File: src/rtl/multilevel_round_robin_pick_core_assert.svh
// Assertion macros for the multilevel round-robin pick core.
// Needs clk and rst_n in the scope of the module that uses them.
`ifndef MULTILEVEL_ROUND_ROBIN_PICK_CORE_ASSERT_SVH
`define MULTILEVEL_ROUND_ROBIN_PICK_CORE_ASSERT_SVH

// Same-cycle implication.
`define MRRP_ASSERT_NOW(label, ante, cons, msg) \
    label: assert property (@(posedge clk) disable iff (!rst_n) (ante) |-> (cons)) \
        else $error(msg);

// Next-cycle implication.
`define MRRP_ASSERT_NEXT(label, ante, cons, msg) \
    label: assert property (@(posedge clk) disable iff (!rst_n) (ante) |=> (cons)) \
        else $error(msg);

`endif

File: src/rtl/mrrp_pkg.sv
// Package for the multilevel round-robin pick core.
// Request/response payload types and fixed field widths; no dependencies.
`default_nettype none

package mrrp_pkg;

    localparam int LEVELS_DEF = 4;
    localparam int SLOTS_DEF  = 16;

    localparam int ID_W       = 6;
    localparam int CFG_IDX_W  = 4;
    localparam int CFG_DATA_W = 16;

    localparam logic FUNC_DISPATCH = 1'b0;
    localparam logic FUNC_PICK     = 1'b1;

    typedef struct packed {
        logic            func;
        logic [ID_W-1:0] callback_id;
    } req_t;

    typedef struct packed {
        logic            fired;
        logic [ID_W-1:0] fired_id;
        logic            any_pending;
    } rsp_t;

endpackage

`default_nettype wire

File: src/rtl/multilevel_round_robin_pick_core.sv
// Multilevel round-robin pick core: top level, a single module.
// Depends on mrrp_pkg and multilevel_round_robin_pick_core_assert.svh.
//
// A dispatch request marks a registered callback pending and moves to the finish
// state. A pick request walks the levels through one shared priority encoder,
// one level per cycle: down the levels over the slots at and after each cursor,
// then back up over the slots before it, stopping at the first hit. The finish
// state loads the response register once it is free. One request is in flight
// at a time; the response register lets a new request be accepted while the
// previous response waits. Member masks are written through the cfg port; the
// user must do so only while the core is idle (the core does not enforce this).
`default_nettype none

`include "multilevel_round_robin_pick_core_assert.svh"

module multilevel_round_robin_pick_core #(
    parameter int LEVELS = mrrp_pkg::LEVELS_DEF,
    parameter int SLOTS  = mrrp_pkg::SLOTS_DEF
) (
    input  wire                              clk,
    input  wire                              rst_n,
    input  wire                              cfg_we,
    input  wire [mrrp_pkg::CFG_IDX_W-1:0]    cfg_index,
    input  wire [mrrp_pkg::CFG_DATA_W-1:0]   cfg_data,
    input  wire                              req_valid,
    output logic                             req_ready,
    input  mrrp_pkg::req_t                   req,
    output logic                             rsp_valid,
    input  wire                              rsp_ready,
    output mrrp_pkg::rsp_t                   rsp
);

    import mrrp_pkg::*;

    localparam int LW = $clog2(LEVELS);
    localparam int SW = $clog2(SLOTS);
    localparam int CW = $clog2(SLOTS + 1);

    localparam logic [1:0] ST_IDLE   = 2'd0;
    localparam logic [1:0] ST_DOWN   = 2'd1;
    localparam logic [1:0] ST_UP     = 2'd2;
    localparam logic [1:0] ST_FINISH = 2'd3;

    logic [1:0]       state_reg, state_next;
    logic [LW-1:0]    lvl_reg, lvl_next;
    logic [SLOTS-1:0] members_reg [LEVELS];
    logic [SLOTS-1:0] pend_reg [LEVELS];
    logic [SLOTS-1:0] pend_next [LEVELS];
    logic [CW-1:0]    cursor_reg [LEVELS];
    logic [CW-1:0]    cursor_next [LEVELS];
    logic             fired_reg, fired_next;
    logic [ID_W-1:0]  fid_reg, fid_next;
    logic             rsp_valid_reg, rsp_valid_next;
    rsp_t             rsp_reg, rsp_next;

    logic             accept;
    logic             d_hit;
    logic [LW-1:0]    d_lvl;
    logic [SW-1:0]    d_slot;
    logic [SLOTS-1:0] win_mask;
    logic [SLOTS-1:0] cand;
    logic             hit;
    logic [SW-1:0]    hit_slot;
    logic             any_pend;
    logic [SLOTS+CFG_DATA_W-1:0] cfg_ext;

    assign accept    = req_valid && req_ready;
    assign req_ready = (state_reg == ST_IDLE);
    assign rsp_valid = rsp_valid_reg;
    assign rsp       = rsp_reg;
    assign cfg_ext   = {{SLOTS{1'b0}}, cfg_data};

    // id -> level and slot
    always_comb
    begin
        d_hit  = 1'b0;
        d_lvl  = '0;
        d_slot = '0;
        for (int l = 0; l < LEVELS; l++)
        begin
            if (int'(req.callback_id) >= l * SLOTS && int'(req.callback_id) < (l + 1) * SLOTS)
            begin
                d_hit  = 1'b1;
                d_lvl  = LW'(l);
                d_slot = SW'(int'(req.callback_id) - l * SLOTS);
            end
        end
    end

    // shared scan unit: window select and priority encoder on the current level
    always_comb
    begin
        for (int i = 0; i < SLOTS; i++)
        begin
            win_mask[i] = (CW'(i) < cursor_reg[lvl_reg]);
            if (state_reg == ST_DOWN)
            begin
                win_mask[i] = !win_mask[i];
            end
        end
        cand     = pend_reg[lvl_reg] & members_reg[lvl_reg] & win_mask;
        hit      = 1'b0;
        hit_slot = '0;
        for (int i = SLOTS - 1; i >= 0; i--)
        begin
            if (cand[i])
            begin
                hit      = 1'b1;
                hit_slot = SW'(i);
            end
        end
    end

    always_comb
    begin
        any_pend = 1'b0;
        for (int l = 0; l < LEVELS; l++)
        begin
            any_pend = any_pend | (|(pend_reg[l] & members_reg[l]));
        end
    end

    always_comb
    begin
        state_next     = state_reg;
        lvl_next       = lvl_reg;
        pend_next      = pend_reg;
        cursor_next    = cursor_reg;
        fired_next     = fired_reg;
        fid_next       = fid_reg;
        rsp_valid_next = rsp_valid_reg;
        rsp_next       = rsp_reg;

        if (rsp_valid_reg && rsp_ready)
        begin
            rsp_valid_next = 1'b0;
        end

        unique case (state_reg)
            ST_IDLE:
            begin
                if (accept)
                begin
                    fired_next = 1'b0;
                    fid_next   = '0;
                    lvl_next   = '0;
                    if (req.func == FUNC_PICK)
                    begin
                        state_next = ST_DOWN;
                    end
                    else
                    begin
                        if (d_hit && members_reg[d_lvl][d_slot])
                        begin
                            pend_next[d_lvl][d_slot] = 1'b1;
                        end
                        state_next = ST_FINISH;
                    end
                end
            end
            ST_DOWN, ST_UP:
            begin
                if (hit)
                begin
                    pend_next[lvl_reg][hit_slot] = 1'b0;
                    cursor_next[lvl_reg] = CW'(hit_slot) + CW'(1);
                    for (int l = 0; l < LEVELS; l++)
                    begin
                        if (LW'(l) < lvl_reg && members_reg[l] != '0)
                        begin
                            cursor_next[l] = '0;
                        end
                    end
                    fired_next = 1'b1;
                    fid_next   = ID_W'(int'(lvl_reg) * SLOTS + int'(hit_slot));
                    state_next = ST_FINISH;
                end
                else if (state_reg == ST_DOWN)
                begin
                    if (lvl_reg == LW'(LEVELS - 1))
                    begin
                        state_next = ST_UP;
                    end
                    else
                    begin
                        lvl_next = lvl_reg + LW'(1);
                    end
                end
                else
                begin
                    if (lvl_reg == '0)
                    begin
                        state_next = ST_FINISH;
                    end
                    else
                    begin
                        lvl_next = lvl_reg - LW'(1);
                    end
                end
            end
            ST_FINISH:
            begin
                if (!rsp_valid_reg || rsp_ready)
                begin
                    rsp_next.fired       = fired_reg;
                    rsp_next.fired_id    = fid_reg;
                    rsp_next.any_pending = any_pend;
                    rsp_valid_next       = 1'b1;
                    state_next           = ST_IDLE;
                end
            end
            default:
            begin
                state_next = ST_IDLE;
            end
        endcase
    end

    always_ff @(posedge clk or negedge rst_n)
    begin
        if (!rst_n)
        begin
            state_reg     <= ST_IDLE;
            lvl_reg       <= '0;
            rsp_valid_reg <= 1'b0;
            for (int l = 0; l < LEVELS; l++)
            begin
                members_reg[l] <= '0;
                pend_reg[l]    <= '0;
                cursor_reg[l]  <= CW'(SLOTS);
            end
        end
        else
        begin
            state_reg     <= state_next;
            lvl_reg       <= lvl_next;
            rsp_valid_reg <= rsp_valid_next;
            pend_reg      <= pend_next;
            cursor_reg    <= cursor_next;
            if (cfg_we && cfg_index < CFG_IDX_W'(LEVELS))
            begin
                members_reg[cfg_index[LW-1:0]] <= cfg_ext[SLOTS-1:0];
            end
        end
    end

    always_ff @(posedge clk)
    begin
        fired_reg <= fired_next;
        fid_reg   <= fid_next;
        rsp_reg   <= rsp_next;
    end

    `MRRP_ASSERT_NEXT(a_dispatch_no_fire, accept && req.func == FUNC_DISPATCH,
        state_reg == ST_FINISH && !fired_reg, "dispatch request must not fire")
    `MRRP_ASSERT_NEXT(a_fire_clears, (state_reg == ST_DOWN || state_reg == ST_UP) && hit,
        !pend_reg[$past(lvl_reg)][$past(hit_slot)] && state_reg == ST_FINISH,
        "fired slot must be cleared")
    `MRRP_ASSERT_NEXT(a_fire_cursor, (state_reg == ST_DOWN || state_reg == ST_UP) && hit,
        cursor_reg[$past(lvl_reg)] == CW'($past(hit_slot)) + CW'(1),
        "cursor must move past fired slot")
    `MRRP_ASSERT_NOW(a_busy_rsp_idle, state_reg == ST_DOWN && rsp_valid_reg && rsp.fired,
        int'(rsp.fired_id) < LEVELS * SLOTS,
        "fired id out of range")

endmodule

`default_nettype wire
File: config.mk
export PLATFORM = sky130hd
export DESIGN_NAME = multilevel_round_robin_pick_core
export DESIGN_NICKNAME = d
export VERILOG_FILES = /design/src/rtl/mrrp_pkg.sv /design/src/rtl/multilevel_round_robin_pick_core.sv
export VERILOG_INCLUDE_DIRS = /design/src /design/src/rtl
export SDC_FILE = /design/constraint.sdc
export NUM_CORES = 1
export LEC_CHECK = 0
export ABC_AREA = 0
export BUFFER_PORTS_ARGS = -buffer_cell sky130_fd_sc_hd__buf_2
export CAP_MARGIN = 20
export CORE_ASPECT_RATIO = 1.1
export CORE_UTILIZATION = 49
export CTS_BUF_LIST = sky130_fd_sc_hd__clkbuf_8
export CTS_CLUSTER_DIAMETER = 40
export DETAILED_ROUTE_END_ITERATION = 8
export PLACE_DENSITY_LB_ADDON = 0.05
export SYNTH_ARGS = -nofsm -noshare
export SYNTH_HDL_FRONTEND = slang
export SYNTH_SLANG_ARGS = --single-unit
File: constraint.sdc
create_clock -name clk -period 3.1 [get_ports clk]
set_input_delay 0.155 -clock clk [delete_from_list [all_inputs] [get_ports clk]]
set_output_delay 0.155 -clock clk [all_outputs]
set_load 0.01 [all_outputs]
# Word-level counts from Yosys, hierarchy flattened
# Index checks and enable logic that the tools add are counted.
dict set report op_classes {
  reduce_logical 51
  n_mul 0
  n_lt_le_gt_ge 37
  div 0
  n_shift 0
  add_sub_neg 7
  mux 119
  bitwise 15
  eq_ne 14
}
# operator count
set ops {}
lappend ops {{2-to-1 mux 64 bit} 4}
lappend ops {{2-to-1 mux 16 bit} 9}
lappend ops {{case mux 64 bit (2 select lines)} 1}
lappend ops {{AND 16 bit} 6}
lappend ops {{binary-select mux 16 bit (select 2 bit)} 3}
lappend ops {{demux 16 bit (select 2 bit)} 3}
lappend ops {{2-to-1 mux 4 bit} 20}
lappend ops {{AND 64 bit} 1}
lappend ops {{bitwise mux 64 bit} 1}
lappend ops {{NOT 64 bit} 1}
lappend ops {{bitwise OR 64 bit} 1}
lappend ops {{nonzero test 16 bit} 4}
lappend ops {{OR reduction 16 bit} 4}
lappend ops {{2-to-1 mux 1 bit} 45}
lappend ops {{less-than comparator 4 x 5 -> 1 bit, first input constant} 8}
lappend ops {{2-to-1 mux 5 bit} 7}
lappend ops {{2-to-1 mux 2 bit} 14}
lappend ops {{bitwise mux 20 bit} 1}
lappend ops {{less-than comparator 3 x 5 -> 1 bit, first input constant} 4}
lappend ops {{zero test 1 bit} 17}
lappend ops {{logical AND 1 bit} 15}
lappend ops {{>= comparator 6 bit, second input constant} 2}
lappend ops {{less-than comparator 6 bit, second input constant} 2}
lappend ops {{2-to-1 mux 6 bit} 2}
lappend ops {{other kinds (40)} 68}
dict set report word_totals {
  latch_bits 0
  mem_bits_rw 0
  n_memories 0
  out_inout_bits 10
  mem_bits_ro 0
  ff_bits 168
  wordCells 263
}

# Longest topological paths before layout
dict set report depth {
  ltp_word 34
  ltp_mapped 14
  depth_no_buf 11
}

# Worst setup path before layout
# No wires, ideal clock.
dict set report synth_timing {
  path_kind {register -> register}
  start {reg lvl_reg[1]}
  end {reg pend_reg[34] (netlist name)}
  n_path_buf 3
  t_arrival_ns 3.208
  path_slack_ns -0.248
  t_required_ns 2.960
  period_less_slack_ns 3.348
  setup_time_ns 0.140
  path_stages_with_launch 13
  cell_sequence {dfrtp_1 > buf_4 > inv_2 > buf_2 > mux4_2 > o311a_1 > a221o_1 > and3b_1 > nor2_2 > or3_1 > buf_4 > nor3_2 > a31oi_1}
}
dict set report synth_via {
  elab_chain_cells 34
  word_cells_on_any_way 108
  cone_classes {order compare (20); eq/ne (1); mux (63); bitwise (5); reduce/logical (19)}
}
# element line_no
set synth_lines {}
lappend synth_lines {{from (decl)} multilevel_round_robin_pick_core.sv:45} ;# logic [LW-1:0] lvl_reg, lvl_next;
lappend synth_lines {{from (signal assigned)} multilevel_round_robin_pick_core.sv:236} ;# lvl_reg <= lvl_next;
lappend synth_lines {{NOT 2 -> 3 bit (implied by the code) *} {multilevel_round_robin_pick_core.sv:95, multilevel_round_robin_pick_core.sv:101, multilevel_round_robin_pick_core.sv:165}}
lappend synth_lines {{binary-select mux 5 bit (select 2 bit)} multilevel_round_robin_pick_core.sv:95} ;# win_mask[i] = (CW'(i) < cursor_reg[lvl_reg]);
lappend synth_lines {{2-to-1 mux 5 bit (implied by the code) (2 in series)} multilevel_round_robin_pick_core.sv:95}
lappend synth_lines {{less-than comparator 4 x 5 -> 1 bit} multilevel_round_robin_pick_core.sv:95}
lappend synth_lines {{zero test 1 bit} multilevel_round_robin_pick_core.sv:98} ;# win_mask[i] = !win_mask[i];
lappend synth_lines {{2-to-1 mux 1 bit} multilevel_round_robin_pick_core.sv:96} ;# if (state_reg == ST_DOWN)
lappend synth_lines {{AND 16 bit} multilevel_round_robin_pick_core.sv:101} ;# cand = pend_reg[lvl_reg] & members_reg[lvl_reg] & win_mask;
lappend synth_lines {{2-to-1 mux 4 bit (16 in series)} multilevel_round_robin_pick_core.sv:106} ;# if (cand[i])
lappend synth_lines {{[... 2 more ...]} -}
lappend synth_lines {{2-to-1 mux 1 bit (implied by the code)} multilevel_round_robin_pick_core.sv:165} ;# pend_next[lvl_reg][hit_slot] = 1'b0;
lappend synth_lines {{demux 1 bit (select 4 bit)} multilevel_round_robin_pick_core.sv:165}
lappend synth_lines {{2-to-1 mux 16 bit (implied by the code)} multilevel_round_robin_pick_core.sv:165}
lappend synth_lines {{demux 16 bit (select 2 bit)} multilevel_round_robin_pick_core.sv:165}
lappend synth_lines {{NOT 64 bit (no line)} -}
lappend synth_lines {{AND 64 bit (no line)} -}
lappend synth_lines {{2-to-1 mux 64 bit} multilevel_round_robin_pick_core.sv:163} ;# if (hit)
lappend synth_lines {{case mux 64 bit (2 select lines)} multilevel_round_robin_pick_core.sv:139} ;# unique case (state_reg)
lappend synth_lines {{to (signal assigned)} multilevel_round_robin_pick_core.sv:238} ;# pend_reg <= pend_next;
lappend synth_lines {{to (decl)} multilevel_round_robin_pick_core.sv:47} ;# logic [SLOTS-1:0] pend_reg [LEVELS];
# Mark *: on every way between the ends. The rest lies on a longest branch, timed or not. The select of a mux whose other input is x is not followed.
# A chain may end at the register's enable or synchronous reset.

# Worst setup path in the final report
dict set report layout_timing {
  start {reg lvl_reg[0]}
  end {reg pend_reg[19] (netlist name)}
}
# The elaborated chain is that of the path after synthesis.

==> flow_summary.toml <==
[setup_path]
r2r_end = "pend_reg[19]$_DFFE_PN0P_"
critical_path.max_fanout = 8
rr_worst_depth = 12
r2r_slack_ns = -0.46
critPathLaunch = "lvl_reg[0]$_DFFE_PN0P_"
critPathLaunchType = "flop"
arrival_ns = 3.93
worstSetupPathType = "reg2reg"
cp-end-kind = "flop"
required_ns = 3.47
timing.rr.start = "lvl_reg[0]$_DFFE_PN0P_"

[drt]
top_layer = "met5"
ant_nets = 0
wl_met2_um = 17400
via_count = 9183
drt-met1-wl_um = 13600
wl_per_cell_um = 26.8
drt_iter0_markers = 1111
vias_per_cell = 6.64
drtPass1Iterations = 6
drc = 0
detail_route.wirelength_um = 37000
wl_met3_um = 3340

[finish]
fill_cells = 1285
layout.nets = 1167
final_common_cell = "buf_4"
n_antenna_cell = 0
syn2layout_area_growth_pct = 43.3
drive_gt1_share_pct = 50.7
final_cell_mix = "162 x buf_4, 147 x dfrtp_1, 84 x a21oi_1"

[sta]
finalMaxSlewViolations = 0
hold_violations = 0
whs_ns = 0.0714
period_minus_slack_ns = 3.56
fin_skew_ns = 0.0186
max_slew_margin_pct = 31.7
worstMarginPinSlew_ns = 1.02
setup_ws_ns = -0.463
fin_crit_sh_pct = 115
grt_setup_unrepaired = "yes"
fin_tns_setup_ns = -33.90
setup_violations = 98
max_freq_ghz = 0.281

[global_route]
grt_util_all_layers_pct = 37.2
grt_overflow = 0
grt_start_max_net_pins = 91
grt_pass1_wl_um = 54100
grt_pass1_vias = 9211
grt_antenna_before_repair = 0

[synth]
yosysSeqAreaShare_pct = 45.2
synth-seq-cells = 168
synth_fp_nets = 900
synth_edf_count = 15
synthesis.area_mm2 = 0.00947
synth-async-reset-ratio_pct = 91.1
synthCells = 859
postSynthAreaPerCell_um2 = 11.0
yosys_warnings = 0
ys.flop_type = "dfrtp_1"
synthDistinctLibCells = 82

[run_status]
failed_checks = "setup timing"
outcome = "finished, violations left"

[clocking]
numCtsBuffers = 17
clock-sinks = 168
cts_htree_levels = 4
cts_buffer_depth = 2
clk_latency_ns = 0.49
clockRootBuffer = "clkbuf_8"
clk_pin_slew_ns = 0.11
cts_tree = "done"

[worst_hold_path]
hold_start = "req_valid"
whs_path_depth = 5
min_path_type = "in2reg"
whs_endpoint = "state_reg[0]$_DFFE_PN0P_"

[placement]
gp_congestion = 1.03
dp_hpwl_um = 25800
pre_cts_ws_ns = -0.588
port_buffers = 41

[die]
dieArea_mm2 = 0.0199
start_util_pct = 50.7
num_rows = 52
boundaryPins = 42
coreArea_mm2 = 0.0187
die_x_um = 135
die_h_um = 148

[run]
maxCapViolCount = 0

[power]
powerDensity_mw_per_mm2 = 1020
ir_worst_vdd_mv = 0.609
finalPower_mw = 13.9
total_leakage_power_nw = 5.69
==> repair_timing <==
item,4_1_cts,5_1_grt
hold buffers,18,0
hold endpoints to repair,148,0
gates resized for setup,63,171
pin swaps,31,78
setup endpoints to repair,99,99
setup buffers,34,31
cloned,0,4
==> worst max-delay path, cell delays in order, from the launching register on <==
cell and delay, ns:
dfrtp_2 0.49, mux4_2 0.50, buf_6 0.15, buf_6 0.10, nand2_4 0.05, buf_6 0.11, o311a_1 0.34, a221o_1 0.34
and3b_2 0.31, nor2_4 0.06, or3_4 0.49, nor4_4 0.38, a21oi_1 0.13
==> kinds of logic after synthesis <==
group / after synthesis / synth area share, %
AND/OR/NAND/NOR: 268 / 15.8
AO/OA/AOI/OAI: 227 / 15.3
XOR/XNOR: 5 / 0.462
multiplexers: 114 / 18.4
adder cells (fa/ha/maj): 9 / 1.19
flip-flops: 168 / 45.2
buffers and inverters: 68 / 3.65
==> final cells by class <==
cell class,instances,area (um2),area share (%)
Sequential cell,168,4290,31.6
Timing Repair Buffer,298,2740,20.2
Tap cell,243,304,2.24
Clock inverter,15,156,1.15
Inverter,18,72.6,0.535
Clock buffer,17,234,1.72
Multi-Input combinational cell,623,5780,42.6
==> metal layers <==
metal	track usage (%)	vias to the layer above
met5	0	-
met4	21.0	2
met3	8.47	181
met2	61.0	607
met1	45.5	4567
li1	-	3826
==> how the worst max path moves through the flow <==
stage | cells past startpoint | end | slack [ns]
2_1_floorplan | 11 | cursor_reg[8]$_DFFE_PN0P_ | -0.19
3_3_place_gp | 12 | cursor_reg[7]$_DFFE_PN0P_ | -0.51
3_5_place_dp | 13 | pend_reg[52]$_DFFE_PN0P_ | -0.59
4_1_cts | 12 | cursor_reg[13]$_DFFE_PN0P_ | -0.40
5_1_grt | 13 | pend_reg[26]$_DFFE_PN0P_ | -0.55
6_report | 12 | pend_reg[19]$_DFFE_PN0P_ | -0.46
==> cells in the mapped netlist (3+ instances only) <==
cell type  number  area share (%)
mux4_2         41             9.7
mux2_2         68             8.1
nand2b_1        8            0.53
mux2i_1         5            0.53
a211o_1         4            0.37
o211ai_1       11            0.87
o2bb2ai_1       3            0.28
inv_1          15            0.59
a22o_1          6            0.55
or2_2           4            0.26
nor2_1         35             1.4
clkbuf_1       18            0.71
nand3_1        12            0.63
o21ai_1         5            0.26
a21oi_1       110             5.8
nand4_1        23             1.5
o21ai_0         8            0.42
or3_1           4            0.26
a31oi_1        34             2.2
nor4_1         18             1.2
nor3b_1         3            0.24
nor3_1         18            0.95
dfrtp_1       149              39
buf_4          10            0.79
a211oi_1        5            0.40
dfstp_2         4             1.1
xnor2_1         4            0.37
nand3b_1        4            0.32
o2111ai_1       3            0.28
nand4b_1        3            0.28
o22ai_1         3            0.20
nand2_1        84             3.3
nor4_4          4            0.90
edfxtp_1       15             4.8
o31ai_1         3            0.24
and2_1         19             1.3
buf_2          17            0.90
ha_1            9             1.2
nor4_2          3            0.40
nor3_2          7            0.74
buf_6           4            0.48
==> per-stage QoR <==
stage          area [um2]  cells  utilization [%]
2_1_floorplan        9580    859                -
3_3_place_gp        11400   1276             60.9
5_1_grt             13600   1382             72.7
3_5_place_dp        11400   1276             60.9
4_1_cts             12500   1360             66.7
6_report            13600   1382             72.7
==> report_power, final <==
part	switching (mW)	leakage, nW	internal (mW)	total [mW]
clock network	0.970	0.203	0.605	1.58
logic	4.67	3.39	4.22	8.88
registers	0.492	2.10	2.95	3.44
Note: power is estimated with default switching activity, not from simulation.
